==> src/design/srpt_greedy_port_matcher_defines.svh <==
// Assertion macros for the port matcher.
// Used by the top level only; needs i_clk and i_rst_n in scope.
`ifndef SRPT_GREEDY_PORT_MATCHER_DEFINES_SVH
`define SRPT_GREEDY_PORT_MATCHER_DEFINES_SVH

`define SRPT_ASSERT_ALWAYS(label, expr, msg) \
    label: assert property (@(posedge i_clk) disable iff (!i_rst_n) (expr)) else $error(msg);

`define SRPT_ASSERT_NEXT(label, ante, cons, msg) \
    label: assert property (@(posedge i_clk) disable iff (!i_rst_n) (ante) |=> (cons)) \
        else $error(msg);

`endif

==> src/design/srpt_pkg.sv <==
// Types, codes and the cell compare function of the port matcher.
// No dependencies.
package srpt_pkg;

    localparam int GRANT_CAP  = 16;
    localparam int PORT_SPACE = 16;

    localparam logic [1:0] MODE_ARRIVE = 2'd0;
    localparam logic [1:0] MODE_UPDATE = 2'd1;
    localparam logic [1:0] MODE_FINISH = 2'd2;
    localparam logic [1:0] MODE_NONE   = 2'd3;

    localparam logic [1:0] WALK_SCHED  = 2'd0;
    localparam logic [1:0] WALK_UPDATE = 2'd1;
    localparam logic [1:0] WALK_FINISH = 2'd2;

    localparam logic [2:0] CMD_HOLD   = 3'd0;
    localparam logic [2:0] CMD_LOAD   = 3'd1;
    localparam logic [2:0] CMD_ROT    = 3'd2;
    localparam logic [2:0] CMD_PAIR_L = 3'd3;
    localparam logic [2:0] CMD_PAIR_R = 3'd4;

    typedef struct packed {
        logic [1:0]  mode;
        logic [15:0] flow_tag;
        logic [3:0]  src_port;
        logic [3:0]  dst_port;
        logic [31:0] remaining_bytes;
    } t_item;

    typedef struct packed {
        logic        granted;
        logic [15:0] grant_tag;
        logic [3:0]  grant_src;
        logic [3:0]  grant_dst;
        logic        dropped;
        logic        last;
    } t_result;

    typedef struct packed {
        logic        valid;
        logic [15:0] tag;
        logic [3:0]  src;
        logic [3:0]  dst;
        logic [31:0] rem;
    } t_entry;

    typedef struct packed {
        logic        step;
        logic        fin;
        logic [1:0]  kind;
        logic        drop;
        logic [15:0] tag;
        logic [31:0] rem;
    } t_walk_ctl;

    // Strict compare keeps equal entries in order, so the sort is stable.
    function automatic logic swap_needed(t_entry l, t_entry r, logic compact);
        logic res;
        if (compact) begin
            res = !l.valid && r.valid;
        end else begin
            res = r.valid && (!l.valid || (l.rem > r.rem));
        end
        return res;
    endfunction

endpackage

==> src/design/srpt_sched.sv <==
// Head-of-chain walk unit: tag search, in-place update and greedy port grants.
// Depends on srpt_pkg.
module srpt_sched #(
    parameter int NUM_PORTS = 16
) (
    input  logic                i_clk,
    input  logic                i_rst_n,
    input  srpt_pkg::t_walk_ctl i_ctl,
    input  srpt_pkg::t_entry    i_head,
    output srpt_pkg::t_entry    o_wrap,
    output logic                o_found,
    output logic                o_strobe,
    output srpt_pkg::t_result   o_result
);

    logic [srpt_pkg::PORT_SPACE-1:0] r_src_busy, n_src_busy;
    logic [srpt_pkg::PORT_SPACE-1:0] r_dst_busy, n_dst_busy;
    logic [4:0]                      r_gcnt, n_gcnt;
    logic                            r_found, n_found;
    logic                            r_pend_v, n_pend_v;
    srpt_pkg::t_entry                r_pend, n_pend;
    logic                            r_out_v, n_out_v;
    srpt_pkg::t_result               r_out, n_out;
    logic                            w_match, w_grant;

    assign w_match = i_head.valid && (i_head.tag == i_ctl.tag) && !r_found;
    assign w_grant = i_head.valid && (r_gcnt < 5'(srpt_pkg::GRANT_CAP))
                     && (32'(i_head.src) < NUM_PORTS) && (32'(i_head.dst) < NUM_PORTS)
                     && !r_src_busy[i_head.src] && !r_dst_busy[i_head.dst];

    always_comb begin
        o_wrap     = i_head;
        n_src_busy = r_src_busy;
        n_dst_busy = r_dst_busy;
        n_gcnt     = r_gcnt;
        n_found    = r_found;
        n_pend_v   = r_pend_v;
        n_pend     = r_pend;
        n_out_v    = 1'b0;
        n_out      = '0;
        n_out.dropped = i_ctl.drop;
        if (i_ctl.fin) begin
            n_out_v = 1'b1;
            n_out.last = 1'b1;
            if (r_pend_v) begin
                n_out.granted   = 1'b1;
                n_out.grant_tag = r_pend.tag;
                n_out.grant_src = r_pend.src;
                n_out.grant_dst = r_pend.dst;
            end
            n_src_busy = '0;
            n_dst_busy = '0;
            n_gcnt     = '0;
            n_found    = 1'b0;
            n_pend_v   = 1'b0;
        end else if (i_ctl.step) begin
            unique case (i_ctl.kind)
                srpt_pkg::WALK_UPDATE: begin
                    if (w_match) begin
                        o_wrap.rem = i_ctl.rem;
                        n_found = 1'b1;
                    end
                end
                srpt_pkg::WALK_FINISH: begin
                    if (w_match) begin
                        o_wrap.valid = 1'b0;
                        n_found = 1'b1;
                    end
                end
                default: begin
                    if (w_grant) begin
                        n_src_busy[i_head.src] = 1'b1;
                        n_dst_busy[i_head.dst] = 1'b1;
                        n_gcnt   = r_gcnt + 5'd1;
                        n_pend   = i_head;
                        n_pend_v = 1'b1;
                        if (r_pend_v) begin
                            n_out_v = 1'b1;
                            n_out.granted   = 1'b1;
                            n_out.grant_tag = r_pend.tag;
                            n_out.grant_src = r_pend.src;
                            n_out.grant_dst = r_pend.dst;
                        end
                    end
                end
            endcase
        end else begin
            n_src_busy = '0;
            n_dst_busy = '0;
            n_gcnt     = '0;
            n_found    = 1'b0;
            n_pend_v   = 1'b0;
        end
    end

    always_ff @(posedge i_clk) begin
        if (!i_rst_n) begin
            r_src_busy <= '0;
            r_dst_busy <= '0;
            r_gcnt     <= '0;
            r_found    <= 1'b0;
            r_pend_v   <= 1'b0;
            r_out_v    <= 1'b0;
        end else begin
            r_src_busy <= n_src_busy;
            r_dst_busy <= n_dst_busy;
            r_gcnt     <= n_gcnt;
            r_found    <= n_found;
            r_pend_v   <= n_pend_v;
            r_out_v    <= n_out_v;
        end
        r_pend <= n_pend;
        r_out  <= n_out;
    end

    assign o_found  = n_found;
    assign o_strobe = r_out_v;
    assign o_result = r_out;

endmodule

==> config.mk <==
export PLATFORM = sky130hd
export DESIGN_NAME = srpt_sched
export DESIGN_NICKNAME = d
export VERILOG_FILES = /design/src/design/srpt_greedy_port_matcher_defines.svh /design/src/design/srpt_pkg.sv /design/src/design/srpt_sched.sv
export SDC_FILE = /design/constraint.sdc
export NUM_CORES = 1
export LEC_CHECK = 0
export BUFFER_PORTS_ARGS = -buffer_cell sky130_fd_sc_hd__buf_2
export CORE_ASPECT_RATIO = 1.2
export CORE_MARGIN = 2
export CORE_UTILIZATION = 46
export DETAILED_ROUTE_END_ITERATION = 16
export PLACE_DENSITY = 0.8
export RECOVER_POWER = 50
export SLEW_MARGIN = 30
export SYNTH_ARGS = -nofsm -noshare
export SYNTH_HDL_FRONTEND = slang
export SYNTH_SLANG_ARGS = --single-unit
==> constraint.sdc <==
create_clock -name i_clk -period 3.34 [get_ports i_clk]
set_input_delay 0.167 -clock i_clk [delete_from_list [all_inputs] [get_ports i_clk]]
set_output_delay 0.167 -clock i_clk [all_outputs]
set_load 0.02 [all_outputs]
== After elaboration in Yosys (flattened, before gate mapping) ==
Index checks and enable logic that the tools add are counted.

* $add $sub $neg: 1
* Muxes and demuxes: 31
* Reductions and logical operators: 14
* $lt $le $gt $ge: 5
* Equality and inequality tests: 3
* Bitwise logic cells: 6

{| class="wikitable"
|+ Operators with widths
! operator !! number
|-
| $mux 32 || 4
|-
| $mux 25 || 5
|-
| $or 16x16->16 || 2
|-
| $mux 1 || 18
|-
| $eq 16x16->1 || 1
|-
| $lt 4x5->1 const B || 2
|-
| $bmux 1 s4 || 2
|-
| $demux 1 s4 || 2
|-
| $ge 4x1->1 const B || 2
|-
| $logic_and 1x1->1 || 7
|-
| $add 5x1->5 const B || 1
|-
| $lt 5x5->1 const B || 1
|-
| $not 1->1 || 4
|-
| $reduce_and 4->1 || 1
|-
| $logic_not 1->1 || 3
|-
| $reduce_or 3->1 || 1
|-
| $eq 2x1->1 const B || 1
|-
| $eq 2x2->1 const B || 1
|-
| $reduce_and 2->1 || 1
|-
| $reduce_or 2->1 || 1
|}

* Output and inout port bits: 86
* Bits in registers: 91
* Input port bits: 112

== Logic depth before layout (Yosys ltp) ==
Gate-level depths: netlist of the first run.

* Word-level depth: 9
* Gate-level depth with buffers: 9
* Depth with buffers taken out: 7

== Worst setup path before layout of the first run ==
No wires, ideal clock.

* Path type: register to register
* Start: register r_src_busy[7] (netlist bit)
* End: register r_pend[32] (netlist bit) (enable)
* Cell stages (with the launch flop): 6
* Data arrival time: 2.446 ns
* Clock period less this slack: 2.851 ns
* Path slack: 0.489 ns
* Setup time: 0.405 ns
* Required time: 2.935 ns
* Path through: dfxtp_1 -> mux4_2 -> a211oi_2 -> nand4_2 -> clkbuf_1 -> nor2_1

* Word-level cells in the longest chain between the ends: 6

{| class="wikitable"
|+ RTL lines
! what !! RTL line !! text
|-
| from (decl) || srpt_sched.sv:16 || <nowiki>logic [srpt_pkg::PORT_SPACE-1:0] r_src_busy, n_src_busy;</nowiki>
|-
| from (signal assigned) || srpt_sched.sv:105 || <nowiki>r_src_busy <= n_src_busy;</nowiki>
|-
| $bmux 1 s4 || srpt_sched.sv:29 || <nowiki>&& !r_src_busy[i_head.src] && !r_dst_busy[i_head.dst];</nowiki>
|-
| $mux 1 (implied by the code) || srpt_sched.sv:29 ||
|-
| $logic_not 1->1 || srpt_sched.sv:29 ||
|-
| $logic_and 1x1->1 (2 in series) || srpt_sched.sv:29 ||
|-
| $reduce_and 4->1 (no line) || - ||
|-
| to (signal assigned) || srpt_sched.sv:112 || <nowiki>r_pend <= n_pend;</nowiki>
|-
| to (decl) || srpt_sched.sv:21 || <nowiki>srpt_pkg::t_entry r_pend, n_pend;</nowiki>
|}

Every way passes these cells. The select of a mux whose other input is x is not followed.
A chain may end at the register's enable or synchronous reset.

==> results of run 1 <==
==> worst max-delay path by stage <==
stage | endpoint | cells after the start
2_1_floorplan | r_pend[32]$_DFFE_PP_ | 5
3_3_place_gp | r_pend[50]$_DFFE_PP_ | 6
3_5_place_dp | r_pend[43]$_DFFE_PP_ | 6
4_1_cts | o_wrap[6] | 10
5_1_grt | o_wrap[5] | 10
6_report | o_wrap[6] | 10
==> through the flow <==
stage | hold WS [ns] | util
4_1_cts | 0.000620 | 0.609
5_1_grt | 0.0386 | 0.601
6_report | 0.0294 | 0.601
2_1_floorplan | 0.195 | -
3_3_place_gp | 0.273 | 0.577
3_5_place_dp | 0.274 | 0.577
==> state kept, by name (all words and copies together), names as in the netlist <==
name / flops
r_pend: 24
o_result: 27
r_dst_busy: 16
r_src_busy: 16
o_strobe: 1
r_pend_v: 1
r_found: 1
r_gcnt: 5
==> tightest hold or removal path, delay by kind of cell <==
kind / cells / cell delay (ns)
buffers and inverters: 1 / 0.09
AO/OA/AOI/OAI: 1 / 0.06
AND/OR/NAND/NOR: 1 / 0.05
==> Yosys cell counts, types with 2 or more instances <==
cell type | count | area (µm²)
mux2_1 | 3 | 33.8
mux2_2 | 30 | 338
or3_1 | 3 | 18.8
o32ai_1 | 2 | 17.5
nand2b_1 | 2 | 12.5
nand3b_1 | 2 | 15.0
inv_1 | 9 | 33.8
buf_6 | 3 | 33.8
edfxtp_1 | 24 | 721
nor2b_1 | 32 | 200
mux4_2 | 3 | 67.6
mux2i_1 | 9 | 90.1
nor2_1 | 9 | 33.8
o21ai_0 | 34 | 170
ha_1 | 3 | 37.5
and2_1 | 2 | 12.5
a21oi_1 | 3 | 15.0
xor2_1 | 13 | 114
nor4_1 | 5 | 31.3
dfxtp_1 | 67 | 1340
nand3_1 | 27 | 135
buf_2 | 8 | 40.0
o31ai_1 | 3 | 22.5
buf_4 | 24 | 180
nand2_1 | 37 | 139
nand4_1 | 12 | 75.1
clkbuf_1 | 12 | 45.0
xnor2_1 | 4 | 35.0
==> logic make-up after synthesis <==
logic type	count (synthesis)	synth area share
AND/OR/NAND/NOR	136	0.174
flip-flops	91	0.500
buffers and inverters	56	0.0808
AO/OA/AOI/OAI	49	0.0713
multiplexers	45	0.128
XOR/XNOR	17	0.0361
adder cells (fa/ha/maj)	3	0.00911
==> power groups by stage <==
stage	Clock (mW)	Combinational [mW]	Sequential (mW)
floorplan	0	0.170	1.18
global placement	0	0.287	1.18
detailed placement	0	0.293	1.18
CTS	0.759	0.301	1.15
global route	0.821	0.318	1.15
finish	0.731	0.294	1.15
==> repair_timing <==
action | in CTS | in global routing
hold buffers | 8 | 4
gates resized for setup | 0 | 0
endpoints found under the hold margin | 8 | 4
==> cell type report <==
cell class / instances / area share
Timing Repair Buffer: 213 / 0.199
Clock inverter: 7 / 0.0147
Inverter: 9 / 0.00650
Sequential cell: 91 / 0.397
Clock buffer: 9 / 0.0238
Tap cell: 117 / 0.0282
Multi-Input combinational cell: 250 / 0.331
==> metal layers <==
metal | vias up | share of wire
li1 | 1718 | -
met1 | 1600 | 0.40
met2 | 147 | 0.51
met3 | 15 | 0.076
met4 | 2 | 0.017
met5 | - | 0.00095
==> out/qor.csv, run 1 <==
metric;value;unit
outcome;completed;
die_width;90.4;µm
yosys_warnings;0;
antenna_cells;0;
grt_pass1_wl;16000;µm
cp_top_family;buffers and inverters;
post-place-ws;0.856;ns
drive_above_1_share;0.304;
fin_crit_sh;0.877;
n_fill_cell;756;
ctsLongestPathBuffers;2;
post_cts_buffers;0;
p_switching;613;µW
reg2reg_slack;0.67;ns
mostFrequentLayoutCells;buf_2, clkbuf_1, dfxtp_1;
cts-buffers-inserted;9;
fin_nets;689;
worstSetupStartpointType;input port;
pin_count;198;
fin_skew;0.0137;ns
cts_tree;built;
swShare;0.282;
slowest_delay;0.53;ns
total_power;2.18;mW
gp_congestion;0.827;
drv_cap;0;
initial_utilization;0.476;
critPathLaunch;i_head[44];
firstDrtPassIters;4;
syn2layout_area_growth;26.1;%
critPathKind;in -> out;
fin_crit;2.93;ns
ys.flop_type;dfxtp_1;
vias;3482;
vias_per_cell;5.00;
worstMarginPinSlew;1.04;ns
synthArstFlopShare;0;
yosys_register_bits;91;
clock_sinks;91;
wl_per_cell;15.1;µm
max_freq;0.342;GHz
insertion_delay;0.37;ns
place_inst;668;
power.density;419;nW/µm²
cp_num_buf_inv;4;
placed_area;4990;µm²
clock-root-buffer;clkbuf_8;
synth.avg_cell_area;10.4;µm²
wl;10500;µm
holdCritPathClass;in -> reg;
synth_nets;512;
design.core.area;8660;µm²
irDropWorstVdd;0.242;mV
required;3.17;ns
grt_pass1_vias;3253;
instances_no_fill;696;
ys_types;40;
drtAntennaViolNets;0;
clk_pin_slew;0.09;ns
final_common_cell;buf_2;
multi_input_area;1720;µm²
grt_max_degree;69;
die_area;9740;µm²
use_met1;0.263;
antenna_found_initial;1;
seq_area_frac_synth;0.500;
slowest_stage;dlygate4sd3_1;
pwr-share-clk;0.336;
grtUsageTotal;0.209;
synth_edf_count;24;
worstPathMaxFanout;32;
grt-busiest-layer;met2;
setup_violations;0;
cp-end-kind;primary output;
min_to;o_strobe$_SDFF_PN0_;
fin_area;5200;µm²
critPathMostFrequentCell;nand3_1;
hpwl;7730;µm
drtIter0Drc;154;
reg2reg_from;r_src_busy[6]$_SDFFE_PP0P_;
internal_power;1.56;mW
slew_violations;0;
regArea;2060;µm²
h-tree-depth;3;
seqPwrFrac;0.529;
port-buffer-count;197;
p_leak;2.03;nW
drc;0;
holdCritStartpoint;i_rst_n;
die_h;108;µm
grt_setup_unrepaired;false;
use_met3;0.0539;
synth_cells;397;
synth_area;4120;µm²
fin_ws;0.412;ns
worst_hold_path.num_cells;3;
tns;0;ns
grt_overflow_total;0;
worstPathArrival;2.76;ns
combPwrFrac;0.135;
num_rows;37;
hold_viol;0;
r2r-end;o_result[6]$_DFF_P_;
reg2reg_depth;5;
worstPathCellList;dlygate4sd3_1 -> clkbuf_1 -> xor2_1 -> nor4_1 -> nand3_1 -> nor4_2 -> nand3_1 -> buf_4 -> mux2_1 -> buf_2;
slew_headroom;0.307;
grt.met2_usage;0.347;
(Power assumes the default switching activity.)
==> run 2, diff against run 1 <==
--- a/config.mk
+++ b/config.mk
@@ -12,6 +12,7 @@
 export DETAILED_ROUTE_END_ITERATION = 16
 export PLACE_DENSITY = 0.8
 export RECOVER_POWER = 50
+export REMOVE_ABC_BUFFERS = 1
 export SLEW_MARGIN = 30
 export SYNTH_ARGS = -nofsm -noshare
 export SYNTH_HDL_FRONTEND = slang
==> out/qor.csv, run 2 (synthesized netlist as in run 1, its figures left out) <==
metric;value;unit;change
design.core.area;8660;µm²;unchanged
slew_violations;0;;unchanged
antenna_cells;0;;unchanged
drtAntennaViolNets;0;;unchanged
fin_crit_sh;0.777;;-0.0995
wl_per_cell;15.3;µm;+1.8%
final_common_cell;buf_2;;
num_rows;37;;unchanged
antenna_found_initial;1;;unchanged
critPathLaunch;i_ctl[51];;
pin_count;198;;unchanged
holdCritPathClass;in -> reg;;
power.density;429;nW/µm²;+2.4%
hold_viol;0;;unchanged
worstPathMaxFanout;38;;+19%
grt_setup_unrepaired;false;;
worstPathArrival;2.86;ns;+0.10 ns
slew_headroom;0.0800;;-0.227
port-buffer-count;197;;unchanged
clock-root-buffer;clkbuf_8;;
fin_crit;2.60;ns;-0.332 ns
outcome;completed;;
grtUsageTotal;0.202;;-0.00668
fin_ws;0.744;ns;+0.332 ns
gp_congestion;0.790;;-4.5%
cts-buffers-inserted;9;;unchanged
grt_max_degree;44;;-36%
largest_register_ffs;27;;unchanged
vias;3485;;+0.086%
drive_above_1_share;0.315;;+0.0113
regArea;2060;µm²;unchanged
grt_overflow_total;0;;unchanged
clk_pin_slew;0.09;ns;about the same
reg2reg_from;r_src_busy[6]$_SDFFE_PP0P_;;
fin_skew;0.00980;ns;-0.00389 ns
p_leak;2.00;nW;-1.4%
cp-end-kind;register;;
required;3.61;ns;+0.44 ns
h-tree-depth;3;;unchanged
grt_pass1_wl;15600;µm;-2.4%
die_area;9740;µm²;unchanged
mostFrequentLayoutCells;buf_2, clkbuf_1, dfxtp_1;;
fin_nets;681;;-1.2%
drtIter0Drc;169;;+9.7%
worstMarginPinSlew;1.38;ns;+0.339 ns
irDropWorstVdd;0.251;mV;+3.7%
max_freq;0.385;GHz;+13%
crit_end;r_dst_busy[2]$_SDFFE_PP0P_;;
multi_input_area;1730;µm²;+0.65%
placed_area;5010;µm²;+0.30%
tns;0;ns;unchanged
reg2reg_slack;1.13;ns;+0.46 ns
clock_sinks;91;;unchanged
n_fill_cell;778;;+2.9%
drc;0;;unchanged
grt_pass1_vias;3183;;-2.2%
insertion_delay;0.35;ns;-0.02 ns
hpwl;8060;µm;+4.3%
setup_violations;0;;unchanged
firstDrtPassIters;4;;unchanged
post-place-ws;0.871;ns;+0.0150 ns
r2r-end;r_pend[35]$_DFFE_PP_;;
reg2reg_depth;5;;unchanged
drv_cap;0;;unchanged
die_width;90.4;µm;unchanged
worstSetupStartpointType;input port;;
cts-resized-gates;0;;unchanged
wl;10500;µm;+0.66%
ctsLongestPathBuffers;2;;unchanged
cts_tree;built;;
initial_utilization;0.476;;unchanged
fin_area;5130;µm²;-1.2%
syn2layout_area_growth;24.6;%;
critPathKind;in -> reg;;
vias_per_cell;5.07;;+1.2%
die_h;108;µm;unchanged
run 2: per-stage QoR:
step / cells / hold WS, ns / total power, mW / utilization
after CTS: 688 / 0.0173 / 2.23 / 0.605
after global placement: 670 / 0.269 / 1.47 / 0.579
after floorplan: 350 / 0.195 / 1.29 / -
after detailed placement: 670 / 0.275 / 1.47 / 0.579
final: 688 / 0.0458 / 2.20 / 0.593
after global routing: 688 / 0.0488 / 2.29 / 0.593
run 2: timing repair:
action	CTS	global route
setup endpoints to repair	0	0
hold buffers	2	0
setup buffers	0	0
hold endpoints to repair	2	0
run 2: area by class of cell:
cell class | count | share of cell area
sequential | 91 | 0.402
multi-input combinational | 250 | 0.337
timing repair buffer | 205 | 0.186
tap | 117 | 0.0285
clock buffer | 9 | 0.0241
clock inverter | 7 | 0.0163
inverter | 9 | 0.00658
run 2: worst min path at each step:
| stage | slack (ns) | cells after the start | endpoint | start |
|---|---|---|---|---|
| after detailed placement | 0.28 | 1 | o_result[1]$_DFF_P_ | i_ctl[48] |
| after floorplan | 0.19 | 0 | o_result[0]$_DFF_P_ | i_ctl[51] |
| final | 0.05 | 3 | o_strobe$_SDFF_PN0_ | i_rst_n |
| after global routing | 0.05 | 3 | o_strobe$_SDFF_PN0_ | i_rst_n |
| after CTS | 0.02 | 1 | r_pend[52]$_DFFE_PP_ | i_head[52] |
| after global placement | 0.27 | 1 | o_result[1]$_DFF_P_ | i_ctl[48] |
run 2: report_power, final:
| group | leakage, nW | total, mW | switching [mW] | internal (mW) |
|---|---|---|---|---|
| sequential | 0.759 | 1.15 | 0.00446 | 1.15 |
| clock | 0.102 | 0.761 | 0.402 | 0.359 |
| combinational | 1.14 | 0.289 | 0.179 | 0.110 |
run 2: critical path, stage by stage:
cell           delay [ns]
dlygate4sd3_1        0.53
clkbuf_1             0.15
nand2b_1             0.27
nor2_2               1.07
buf_4                0.37
nand3_1              0.10
o21ai_0              0.19
run 2: routing by layer:
metal  vias to the layer above  GRT usage  routed length, µm
li1                       1696          -                  -
met1                      1643      0.254               4450
met4                         2     0.0527                 97
met5                         -          0                 11
met2                       135      0.344               5240
met3                         9     0.0567                745
