File: src/design/srpt_greedy_port_matcher_defines.svh
// Assertion macros for the port matcher.
// Used by the top level only; needs i_clk and i_rst_n in scope.
`ifndef SRPT_GREEDY_PORT_MATCHER_DEFINES_SVH
`define SRPT_GREEDY_PORT_MATCHER_DEFINES_SVH

`define SRPT_ASSERT_ALWAYS(label, expr, msg) \
    label: assert property (@(posedge i_clk) disable iff (!i_rst_n) (expr)) else $error(msg);

`define SRPT_ASSERT_NEXT(label, ante, cons, msg) \
    label: assert property (@(posedge i_clk) disable iff (!i_rst_n) (ante) |=> (cons)) \
        else $error(msg);

`endif

File: src/design/srpt_pkg.sv
// Types, codes and the cell compare function of the port matcher.
// No dependencies.
package srpt_pkg;

    localparam int GRANT_CAP  = 16;
    localparam int PORT_SPACE = 16;

    localparam logic [1:0] MODE_ARRIVE = 2'd0;
    localparam logic [1:0] MODE_UPDATE = 2'd1;
    localparam logic [1:0] MODE_FINISH = 2'd2;
    localparam logic [1:0] MODE_NONE   = 2'd3;

    localparam logic [1:0] WALK_SCHED  = 2'd0;
    localparam logic [1:0] WALK_UPDATE = 2'd1;
    localparam logic [1:0] WALK_FINISH = 2'd2;

    localparam logic [2:0] CMD_HOLD   = 3'd0;
    localparam logic [2:0] CMD_LOAD   = 3'd1;
    localparam logic [2:0] CMD_ROT    = 3'd2;
    localparam logic [2:0] CMD_PAIR_L = 3'd3;
    localparam logic [2:0] CMD_PAIR_R = 3'd4;

    typedef struct packed {
        logic [1:0]  mode;
        logic [15:0] flow_tag;
        logic [3:0]  src_port;
        logic [3:0]  dst_port;
        logic [31:0] remaining_bytes;
    } t_item;

    typedef struct packed {
        logic        granted;
        logic [15:0] grant_tag;
        logic [3:0]  grant_src;
        logic [3:0]  grant_dst;
        logic        dropped;
        logic        last;
    } t_result;

    typedef struct packed {
        logic        valid;
        logic [15:0] tag;
        logic [3:0]  src;
        logic [3:0]  dst;
        logic [31:0] rem;
    } t_entry;

    typedef struct packed {
        logic        step;
        logic        fin;
        logic [1:0]  kind;
        logic        drop;
        logic [15:0] tag;
        logic [31:0] rem;
    } t_walk_ctl;

    // Strict compare keeps equal entries in order, so the sort is stable.
    function automatic logic swap_needed(t_entry l, t_entry r, logic compact);
        logic res;
        if (compact) begin
            res = !l.valid && r.valid;
        end else begin
            res = r.valid && (!l.valid || (l.rem > r.rem));
        end
        return res;
    endfunction

endpackage

File: src/design/srpt_cell.sv
// One table entry of the matcher chain: load, rotate and compare-exchange.
// Depends on srpt_pkg.
module srpt_cell (
    input  logic             i_clk,
    input  logic             i_rst_n,
    input  logic [2:0]       i_cmd,
    input  logic             i_compact,
    input  srpt_pkg::t_entry i_load,
    input  srpt_pkg::t_entry i_left,
    input  srpt_pkg::t_entry i_right,
    output srpt_pkg::t_entry o_entry
);

    srpt_pkg::t_entry r_ent;
    srpt_pkg::t_entry n_ent;

    always_comb begin
        n_ent = r_ent;
        unique case (i_cmd)
            srpt_pkg::CMD_LOAD: n_ent = i_load;
            srpt_pkg::CMD_ROT: n_ent = i_right;
            srpt_pkg::CMD_PAIR_L: begin
                if (srpt_pkg::swap_needed(r_ent, i_right, i_compact)) n_ent = i_right;
            end
            srpt_pkg::CMD_PAIR_R: begin
                if (srpt_pkg::swap_needed(i_left, r_ent, i_compact)) n_ent = i_left;
            end
            default: n_ent = r_ent;
        endcase
    end

    always_ff @(posedge i_clk) begin
        if (!i_rst_n) begin
            r_ent <= '0;
        end else begin
            r_ent <= n_ent;
        end
    end

    assign o_entry = r_ent;

endmodule

File: config.mk
export PLATFORM = sky130hd
export DESIGN_NAME = srpt_cell
export DESIGN_NICKNAME = d
export VERILOG_FILES = /design/src/design/srpt_greedy_port_matcher_defines.svh /design/src/design/srpt_pkg.sv /design/src/design/srpt_cell.sv
export SDC_FILE = /design/constraint.sdc
export NUM_CORES = 1
export LEC_CHECK = 0
export BUFFER_PORTS_ARGS = -buffer_cell sky130_fd_sc_hd__buf_4
export CAP_MARGIN = 0
export CORE_UTILIZATION = 30
export CTS_BUF_LIST = sky130_fd_sc_hd__clkbuf_8
export DETAILED_ROUTE_END_ITERATION = 10
export PLACE_DENSITY = 0.67
export SKIP_LAST_GASP = 1
export SLEW_MARGIN = 20
export SYNTH_ARGS = -nofsm -noshare
export SYNTH_HDL_FRONTEND = slang
export SYNTH_SLANG_ARGS = --single-unit
export TNS_END_PERCENT = 100
File: constraint.sdc
create_clock -name i_clk -period 3.5 [get_ports i_clk]
set_input_delay 0.7 -clock i_clk [delete_from_list [all_inputs] [get_ports i_clk]]
set_output_delay 0.7 -clock i_clk [all_outputs]
set_load 0.01 [all_outputs]
# ---- After elaboration in Yosys (flattened, before gate mapping)
# Index checks and enable logic that the tools add are counted.
dict set report totals {
  register_bits 57
  inputBits 177
  elab_cells 30
}
dict set report classes {
  order_cmp 2
  eq_ne 6
  n_mux 7
  reduce_logical 10
}
# cell count
set op_table {}
lappend op_table {{$pmux W57 S4} 1}
lappend op_table {{$mux W57} 2}
lappend op_table {{$gt A32 B32 Y1} 2}
lappend op_table {{$eq A3 B2 Y1 const B} 2}
lappend op_table {{$logic_and A1 B1 Y1} 4}
lappend op_table {{$mux W1} 4}
lappend op_table {{$ne A2 B2 Y1 const B} 2}
lappend op_table {{$reduce_bool A4 Y1} 1}
lappend op_table {{$eq A3 B1 Y1 const B} 1}
lappend op_table {{$eq A3 B3 Y1 const B} 1}
lappend op_table {{$reduce_and A3 Y1} 1}
lappend op_table {{$logic_not A1 Y1} 2}
lappend op_table {{$logic_or A1 B1 Y1} 2}

# ---- Longest topological paths before layout
# Gate-level depths: netlist of the first run.
dict set report depth {
  word_depth 7
  depth_mapped 11
  depth_no_buf 9
}

# ---- Worst setup path before layout of the first run
# No wires, ideal clock.
dict set report synth_path {
  kind {in2reg}
  from {in i_right[14] (netlist bit)}
  to {reg r_ent, in the netlist o_entry[20]}
  setup_ns 0.072
  arrival_ns 2.573
  slack_ns 0.855
  stages 11
  path_buffers 2
  cell_sequence {inv_1 -> ha_1 -> a21oi_1 -> nand2_1 -> a221o_1 -> o31ai_1 -> a41oi_2 -> o21ai_2 -> buf_6 -> buf_6 -> mux2i_1}
}
dict set report synth_via {
  elab_chain_cells 7
}
# item line
set synth_rtl {}
lappend synth_rtl {{from (decl)} srpt_cell.sv:10} ;# input srpt_pkg::t_entry i_right,
lappend synth_rtl {{$gt A32 B32 Y1} srpt_pkg.sv:63} ;# res = r.valid && (!l.valid || (l.rem > r.rem));
lappend synth_rtl {{$logic_or A1 B1 Y1} srpt_pkg.sv:63}
lappend synth_rtl {{$logic_and A1 B1 Y1} srpt_pkg.sv:63}
lappend synth_rtl {{$mux W1} srpt_pkg.sv:60} ;# if (compact) begin
lappend synth_rtl {{$mux W1} srpt_cell.sv:19} ;# unique case (i_cmd)
lappend synth_rtl {{$ne A2 B2 Y1 (no line)} --}
lappend synth_rtl {{$reduce_and A3 Y1 (no line)} --}
lappend synth_rtl {{to (signal assigned)} srpt_cell.sv:36} ;# r_ent <= n_ent;
lappend synth_rtl {{to (decl)} srpt_cell.sv:14} ;# srpt_pkg::t_entry r_ent;
# Every way passes these cells. The select of a mux whose other input is x is not followed.
# A chain may end at the register's enable or synchronous reset.

# ---- Final worst setup path of the first run
dict set report layout_path {
  from {in i_right[7] (netlist bit)}
  to {reg r_ent, in the netlist o_entry[5]}
}
# The elaborated chain is that of the path after synthesis.

==> results of run 1 <==
power by group:
| part | internal (mW) | switching (mW) | leakage (nW) |
|---|---|---|---|
| clock network | 0.291 | 0.293 | 0.0911 |
| logic | 0.379 | 0.369 | 3.21 |
| registers | 0.703 | 0.0476 | 0.467 |
tightest hold or removal path, stage by stage, from the launching register on:
cell and delay [ns]:
dfxtp_1 0.31, nand2_1 0.05, mux2i_1 0.05
area by class of cell:
type / instances / area (um2) / share of cell area [%]
Multi-Input combinational cell: 515 / 3310 / 47.3
Timing Repair Buffer: 242 / 1830 / 26.1
Sequential cell: 57 / 1140 / 16.3
Tap cell: 216 / 270 / 3.86
Inverter: 69 / 259 / 3.70
Clock buffer: 11 / 151 / 2.16
Clock inverter: 5 / 30.0 / 0.429
Antenna cell: 1 / 2.50 / 0.0358
layer usage:
| metal | up-vias | global-route usage, % | part of all wire (%) | wire [um] |
|---|---|---|---|---|
| met5 | - | 0 | 0 | 0 |
| met4 | 0 | 5.95 | 1.6 | 255 |
| met3 | 15 | 5.37 | 6.8 | 1100 |
| met2 | 154 | 33.8 | 48 | 7640 |
| met1 | 2391 | 22.7 | 44 | 7060 |
| li1 | 2725 | - | - | - |
how the worst max path moves through the flow:
| stage | from | endpoint | slack, ns | cells past startpoint |
|---|---|---|---|---|
| floorplan | i_right[14] | o_entry[20] | 0.86 | 11 |
| finish | i_right[7] | o_entry[5] | 0.65 | 11 |
| detailed placement | i_right[7] | o_entry[50] | 0.30 | 11 |
| global placement | i_right[14] | o_entry[56] | 0.36 | 11 |
| global route | i_right[7] | o_entry[5] | 0.48 | 11 |
| CTS | i_right[7] | o_entry[5] | 0.68 | 11 |
cell usage in the layout (no fill, tap or decap), types with 2 or more instances in the layout:
| cell type | n |
|---|---|
| nor4_1 | 3 |
| nand3_1 | 5 |
| nand4_1 | 11 |
| a21oi_1 | 26 |
| dfxtp_1 | 57 |
| mux2i_1 | 56 |
| inv_1 | 69 |
| and4_1 | 2 |
| o21ai_0 | 11 |
| buf_4 | 241 |
| ha_1 | 64 |
| clkbuf_8 | 11 |
| nand2_1 | 244 |
| clkinv_2 | 3 |
| a21o_1 | 3 |
| o211ai_1 | 3 |
| a22oi_1 | 57 |
| clkinvlp_4 | 2 |
| nor2_1 | 8 |
| o211a_1 | 3 |
| nor2b_1 | 4 |
cell families (layout without fill, tap and decap cells):
| kind of cell | after synthesis | count (layout) | synth area share, % |
|---|---|---|---|
| compound gates | 114 | 114 | 16.2 |
| fa+ha+maj | 64 | 64 | 16.5 |
| buf+inv | 107 | 327 | 9.03 |
| flops | 57 | 57 | 23.5 |
| mux | 56 | 56 | 11.5 |
| other cells | 0 | 1 | 0 |
| simple gates | 281 | 281 | 23.4 |
==> key figures, run 1 <==
Critical path
  • Worst path slowest cell: o31ai_1
  • Worst path arrival time: ~3.1 ns
  • Critical R2R Capture: o_entry[5]
  • R2R Setup Slk: 0.77 ns
  • Most used cell along the critical path: buf_4
  • CP Launch Type: primary input
  • CP required: 3.78 ns
  • CP peak stage delay: approximately 0.4 ns
  • CP bufs+invs: 3
  • Peak fanout along the critical path: 20
  • Family with the most delay on the worst path: compound AO/OA/AOI/OAI gates
  • CP Cell Sequence: buf_4 -> inv_1 -> ha_1 -> a21oi_1 -> o21ai_0 -> a221o_1 -> o31ai_1 -> a41oi_2 -> o21ai_4 -> buf_4 -> mux2i_1
  • Worst setup EP type: flip-flop
  • Reg2Reg Depth: 9
  • Crit Path Category: in2reg
  • Reg-to-reg startpoint: o_entry[7]

Logic synthesis
  • Sequential element share of the synthesized area: approximately a quarter
  • Async SR Flop Fraction: 0%
  • Synth Instances: 679
  • Synth area leaders: dfxtp_1 23%, nand2_1 19%, ha_1 16%, mux2i_1 12%, a22oi_1 8.8%
  • EDFF count, synth: 0
  • Leading area contributor after synthesis: dfxtp_1
  • Syn Area/Cell: 7.16 um2
  • Post-synth top area share: 23.5%
  • Synth warn: 0
  • Yosys cell types: 33
  • Cell with the most instances after synthesis: nand2_1
  • Post-Syn Nets: 920
  • Most frequent cells after synthesis: 244 x nand2_1, 69 x inv_1, 64 x ha_1
  • Top_reg_cell synth: dfxtp_1
  • Flops & latches, synth: 57
  • Mapped Area: 0.00486 mm2

Layout
  • Layout Cells excl Fill: ~1100
  • Area Growth Syn to Fin: 43.8%
  • Fin area: roughly 0.007 mm2
  • Max reg flops: 57
  • # nets final: 1135
  • Fill count: roughly 1600
  • Share of cells above drive strength 1: 29.4%
  • Finished Core Util: 44.2%

GRT
  • First-pass GRT wire length: 25000 um
  • Number of global-route vias before repair: 5117
  • Global route overflow: 0
  • Antenna violations before repair: 1
  • Pin count of the biggest net entering global routing: 114
  • GRT Util Overall: approximately a fifth

STA
  • Slew Limit Fails: 0
  • RSZ-0062 raised after global routing: false
  • Tmin final: approximately 2.8 ns
  • Period Utilization, post-route: between 80% and 90%
  • Final hold violation count: 0
  • Measured slew at the worst slew-check pin: 1.08 ns
  • Setup violators final: 0
  • Final WS setup: 0.654 ns
  • Final setup TNS: 0 ns
  • Slew headroom: 28.3%
  • Fmax: 351 MHz
  • Min Hold Slack: ~0.46 ns
  • Clk_skew: 0.0114 ns

Run
  • Max-cap violations: 0

Floorplan
  • Die H: 129 um
  • Placement Rows: 46
  • Initial core utilization: between 30 and 40%
  • Core Footprint: 0.0158 mm2
  • Die X-Extent: 129 um
  • Die Area: 0.0167 mm2
  • # IOs: 234

Routing
  • Initial DRC Count: around 150
  • Drt first pass iters: 4
  • DR vias: ~5300
  • Wire per inst: 14.4 um
  • Post-route ant nets: 0
  • Vias per inst: 4.74
  • Drt drc: 0
  • Routed WL: approximately 16000 um

CTS
  • CTS tree: yes
  • Worst-Skew Late Latency: approximately 0.36 ns
  • Root buffer cell: clkbuf_8
  • Hold buffer count at CTS: 0
  • Post-CTS sizing: 0
  • H-tree Lvls: 3
  • Cts bufs inserted: 9
  • Clock sink total: 57
  • CTS Buffer Depth: 2
  • Clock transition at path regs: around 0.07 ns
  • Post-CTS setup buffer count: 0

Hold path
  • Worst hold stages: 2
  • Hold Crit Endpoint: o_entry[46]
  • HP Start: o_entry[46]
  • Hold Path Class: reg2reg

Place
  • HPWL after detailed placement: between 10000 and 15000 um
  • Final RePlAce weighted congestion: roughly 0.81
  • Port Buf Inserts: around 230
  • Pre-CTS WS: approximately 0.30 ns
  • DP Cell Count: between 1000 and 1500
  • Post-Place Cell Area: 0.00681 mm2

Power and ir drop
  • PwrDens: approximately 300 mW/mm2
  • Tot Pwr: 2.08 mW
  • Peak VDD IR: 0.217 mV
  • Leak: 3.77 nW

Run status
  • Status: complete, no violations
(Power assumes the default switching activity.)
==> run 2: changes to the inputs <==
==> constraint.sdc (replaced) <==
create_clock -name i_clk -period 2.8 [get_ports i_clk]
set_input_delay 0.56 -clock i_clk [delete_from_list [all_inputs] [get_ports i_clk]]
set_output_delay 0.56 -clock i_clk [all_outputs]
set_load 0.01 [all_outputs]
==> key figures, run 2 (synthesized netlist as in run 1, its figures left out) <==
Run status
  • Status: complete, no violations

CTS
  • Post-CTS setup buffer count: 0
  • Clock sink total: 57
  • Clock transition at path regs: roughly 0.07 ns
  • CTS Buffer Depth: 2
  • CTS tree: yes
  • Worst-Skew Late Latency: around 0.36 ns
  • Cts bufs inserted: 9
  • H-tree Lvls: 3
  • Root buffer cell: clkbuf_8

GRT
  • Pin count of the biggest net entering global routing: 60
  • First-pass GRT wire length: 25000 um
  • GRT Util Overall: approximately a fifth
  • Antenna violations before repair: 0
  • Global route overflow: 0
  • Number of global-route vias before repair: 4948

Hold path
  • HP Start: o_entry[35]
  • Worst hold stages: 2
  • Hold Path Class: reg2reg
  • Hold Crit Endpoint: o_entry[35]

Critical path
  • Peak fanout along the critical path: 19
  • Reg-to-reg startpoint: o_entry[14]
  • CP Launch Type: flip-flop
  • Worst setup EP type: flip-flop
  • R2R Setup Slk: 0.22 ns
  • Crit Path Category: reg2reg
  • CP required: 3.07 ns
  • Critical R2R Capture: o_entry[56]
  • Worst path arrival time: 2.85 ns
  • Reg2Reg Depth: 9

Layout
  • Seq. cell area: 0.00114 mm2
  • Area Growth Syn to Fin: 45.9%
  • Most frequent cells in the layout: 246 x buf_4, 244 x nand2_1, 71 x inv_1
  • Area of the multi-input gates: about 0.0033 mm2
  • Max reg flops: 57
  • Share of cells above drive strength 1: between 20 and 30%
  • Fill count: 1616
  • Commonest non-fill, non-tap cell in the layout: buf_4
  • Fin area: just over 0.007 mm2
  • Ant. Diodes: 0
  • # nets final: 1143

STA
  • Setup violators final: 0
  • Slew headroom: between 50% and 60%
  • Final hold violation count: 0
  • Min Hold Slack: 0.456 ns
  • Tmin final: 2.58 ns
  • Clk_skew: 0.00846 ns
  • Slew Limit Fails: 0
  • Measured slew at the worst slew-check pin: 0.717 ns
  • Period Utilization, post-route: between 90 and 100%
  • Fmax: 387 MHz

Power and ir drop
  • Sw frac: between 30% and 40%
  • Logic gate share of total power: around 37%
  • Seq pwr share: 36.0%
  • Int Pwr: 1.73 mW
  • Clock power share: 27.3%
  • Sw power: 0.877 mW
  • Leak: 3.84 nW
  • Peak VDD IR: 0.213 mV
  • PwrDens: roughly 370 mW/mm2

Place
  • Final RePlAce weighted congestion: 0.794
  • HPWL after detailed placement: ~12000 um
  • Port Buf Inserts: between 200 and 250
  • Post-Place Cell Area: 0.00691 mm2

Routing
  • Post-route ant nets: 0
  • Wire per inst: 14.3 um
  • Routed WL: 16100 um
  • Drt drc: 0
  • Drt first pass iters: 4
  • Vias per inst: between 4 and 5
  • DR vias: 5279
  • Initial DRC Count: 138

Floorplan
  • Die X-Extent: 129 um
  • Die Area: 0.0167 mm2
  • Core Footprint: 0.0158 mm2
  • Initial core utilization: ~31%
  • # IOs: 234
  • Die H: 129 um
  • Placement Rows: 46

Run
  • Max-cap violations: 0
## run 2: cell types whose count changed in the layout (fill, tap and decap cells not counted), sizes merged
cell	change
clkinvlp	-2
inv	+2
diode	-1
buf	+8
## run 2: cell type report
cell class,instances,area share [%]
repair buffers,250,27.2
well taps,216,3.81
flip-flops and latches,57,16.1
clock buffers,11,2.13
multi-input cells,515,46.9
clock inverters,5,0.317
inverters,69,3.65
## run 2: worst max-delay path by stage
stage | slack (ns) | endpoint | start | depth (start not counted)
after floorplan | 0.30 | o_entry[20] | i_right[14] | 11
after global placement | -0.30 | o_entry[56] | i_right[14] | 11
after detailed placement | -0.27 | o_entry[56] | i_right[14] | 11
after CTS | 0.05 | o_entry[56] | o_entry[14] | 9
after global routing | -0.02 | o_entry[47] | o_entry[13] | 9
final | 0.22 | o_entry[56] | o_entry[14] | 9
## run 2: routing by layer
layer / wire length (um) / up-vias / share of wire, % / track usage (%)
met3: 1040 / 17 / 6.4 / 5.70
met1: 7030 / 2355 / 44 / 23.2
li1: - / 2740 / - / -
met4: 203 / 0 / 1.3 / 5.12
met5: 0 / - / 0 / 0
met2: 7790 / 167 / 49 / 34.1
## run 2: power groups by stage
| stage | logic, mW | registers, mW | clock network, mW |
|---|---|---|---|
| 2_1_floorplan | 0.474 | 0.975 | 0 |
| 3_3_place_gp | 0.952 | 0.954 | 0 |
| 3_5_place_dp | 0.961 | 0.954 | 0 |
| 4_1_cts | 0.966 | 0.937 | 0.746 |
| 5_1_grt | 1.08 | 0.948 | 0.789 |
| 6_report | 0.957 | 0.937 | 0.712 |
## run 2: stage by stage
step / util, % / setup TNS (ns) / total power [mW] / setup slack, ns / cells
2_1_floorplan: - / 0 / 1.45 / 0.295 / 679
3_3_place_gp: 43.7 / -10.83 / 1.91 / -0.303 / 1107
3_5_place_dp: 43.7 / -8.65 / 1.92 / -0.272 / 1107
4_1_cts: 44.8 / 0 / 2.65 / 0.0514 / 1123
5_1_grt: 44.8 / -0.0475 / 2.81 / -0.0176 / 1123
6_report: 44.8 / 0 / 2.61 / 0.217 / 1123
## run 2: what timing repair did
action | in CTS | in global routing
setup endpoints to repair | 0 | 36
hold buffers | 0 | 0
gates resized for setup | 0 | 2
## run 2: critical path, cell delays in order, from the launching register on
cell and delay [ns]:
dfxtp_1 0.34, ha_1 0.32, nand4_1 0.25, nor4_4 0.39, a21boi_2 0.26, o31ai_1 0.12
a41oi_2 0.21, o21ai_4 0.14, buf_12 0.19, a221oi_1 0.28
==> run 3: changes to the inputs <==
==> constraint.sdc (replaced) <==
create_clock -name i_clk -period 2.4 [get_ports i_clk]
set_input_delay 0.48 -clock i_clk [delete_from_list [all_inputs] [get_ports i_clk]]
set_output_delay 0.48 -clock i_clk [all_outputs]
set_load 0.01 [all_outputs]
==> key figures, run 3 (synthesized netlist as in run 1, its figures left out) <==
Routing
  • Drt drc: 0
  • Drt first pass iters: 4
  • Vias per inst: about 4.7
  • Initial DRC Count: 198
  • Routed WL: 17300 um
  • DR vias: 5500
  • Wire per inst: 14.7 um
  • Post-route ant nets: 0

GRT
  • First-pass GRT wire length: 25900 um
  • Global route overflow: 0
  • GRT Util Overall: around 20%
  • Antenna violations before repair: 0
  • Pin count of the biggest net entering global routing: 59
  • Number of global-route vias before repair: 5066

STA
  • Final WS setup: -0.135 ns
  • Tmin final: between 2 and 3 ns
  • Measured slew at the worst slew-check pin: 0.743 ns
  • Slew headroom: between 50% and 60%
  • Slew Limit Fails: 0
  • RSZ-0062 raised after global routing: true
  • Min Hold Slack: 0.459 ns
  • Fmax: between 300 and 400 MHz
  • Period Utilization, post-route: 106%
  • Final hold violation count: 0
  • Clk_skew: 0.00916 ns
  • Setup violators final: 50

CTS
  • CTS Buffer Depth: 2
  • Cts bufs inserted: 9
  • Hold buffer count at CTS: 0
  • CTS tree: yes
  • Root buffer cell: clkbuf_8
  • Clock sink total: 57
  • Clock transition at path regs: ~0.070 ns
  • Worst-Skew Late Latency: 0.36 ns
  • H-tree Lvls: 3

Critical path
  • R2R Setup Slk: -0.14 ns
  • CP bufs+invs: 4
  • Critical R2R Capture: o_entry[23]
  • CP required: 2.68 ns
  • Worst path slowest cell: dfxtp_2
  • Reg2Reg Depth: 12
  • Peak fanout along the critical path: 6
  • CP Cell Sequence: buf_6 -> ha_4 -> nand4_1 -> buf_4 -> nor4_4 -> a21boi_4 -> o31ai_4 -> a41oi_2 -> o21ai_4 -> buf_12 -> clkbuf_16 -> mux2i_1
  • Crit Path Category: reg2reg
  • Family with the most delay on the worst path: compound AO/OA/AOI/OAI gates
  • CP peak stage delay: 0.33 ns
  • Worst path arrival time: 2.81 ns
  • Reg-to-reg startpoint: o_entry[12]
  • Worst setup EP type: flip-flop
  • CP Launch Type: flip-flop

Floorplan
  • Initial core utilization: between 30% and 40%
  • Die H: 129 um
  • Die X-Extent: 129 um
  • Die Area: 0.0167 mm2
  • # IOs: approximately 230
  • Placement Rows: 46
  • Core Footprint: 0.0158 mm2

Layout
  • Max reg flops: 57
  • # nets final: 1190
  • Share of cells above drive strength 1: 35.8%
  • Area Growth Syn to Fin: 60.0%
  • Commonest non-fill, non-tap cell in the layout: buf_4
  • Most frequent cells in the layout: 281 x buf_4, 244 x nand2_1, 68 x inv_1
  • Fill count: 1597
  • Layout Cells excl Fill: 1170
  • Ant. Diodes: 0

Power and ir drop
  • PwrDens: between 400 and 500 mW/mm2
  • Peak VDD IR: 0.245 mV
  • Leak: between 4 and 5 nW

Hold path
  • Worst hold stages: 5
  • HP Start: i_load[7]
  • Hold Path Class: in2reg
  • Hold Crit Endpoint: o_entry[7]

Run
  • Max-cap violations: 0

Place
  • Port Buf Inserts: 233
  • Final RePlAce weighted congestion: 0.819
  • DP Cell Count: 1139
  • HPWL after detailed placement: 12800 um

Run status
  • Status: complete, but fails checks
  • Failing checks: negative setup slack
-- run 3: cell types whose count changed in the layout (fill, tap and decap cells not counted), sizes merged --
cell,delta
buf,+46
bufinv,+2
clkbuf,+1
clkinv,-1
clkinvlp,+1
inv,-2
-- run 3: through the flow --
stage	setup WS, ns	total power, mW	util (%)	TNS, ns	cell area (um2)
2_1_floorplan	0.0175	1.69	-	0	4860
4_1_cts	-0.132	3.47	48.3	-3.97	7640
5_1_grt	-0.251	3.70	49.2	-10.68	7780
6_report	-0.135	3.48	49.2	-4.02	7780
3_3_place_gp	-0.593	2.29	45.2	-27.90	7150
3_5_place_dp	-0.518	2.30	45.2	-23.51	7150
-- run 3: metal layers --
metal	track usage (%)	share of wire [%]	wire length [um]	vias up
met4	5.33	1.2	202	0
met3	4.09	6.6	1140	14
met2	35.2	48	8330	173
met1	25.2	44	7580	2477
li1	-	-	-	2836
met5	0	0	0	-
-- run 3: cell type report --
class                           instances  area, um2  area share [%]
Clock buffer                           11        151            1.95
Clock inverter                          5       77.6           0.997
Inverter                               69        259            3.33
Multi-Input combinational cell        515       3450            44.3
Sequential cell                        57       1150            14.8
Tap cell                              216        270            3.47
Timing Repair Buffer                  297       2420            31.1
-- run 3: worst min-delay path, cell delays in order --
cell and delay (ns):
buf_4 0.11, nand2_1 0.04, nand2_1 0.04, nand2_1 0.05, mux2i_1 0.05
-- run 3: worst max-delay path by stage --
stage           startpoint           to  slack (ns)  cells past startpoint
2_1_floorplan  i_right[14]  o_entry[20]        0.02                     11
3_3_place_gp   i_right[14]  o_entry[56]       -0.59                     11
3_5_place_dp   i_right[14]  o_entry[56]       -0.52                     11
4_1_cts        o_entry[13]  o_entry[19]       -0.13                     12
5_1_grt        o_entry[14]   o_entry[9]       -0.25                     12
6_report       o_entry[12]  o_entry[23]       -0.14                     12
-- run 3: power breakdown --
part           total (mW)  internal (mW)  switching [mW]
sequential           1.09           1.03          0.0633
combinational        1.32          0.706           0.614
clock                1.07          0.637           0.430
-- run 3: repair_timing --
action / in CTS / in global routing
resized for setup: 20 / 19
buffers inserted: 10 / 1
pin swaps: 7 / 8
setup endpoints to repair: 57 / 57
gates cloned: 4 / 1
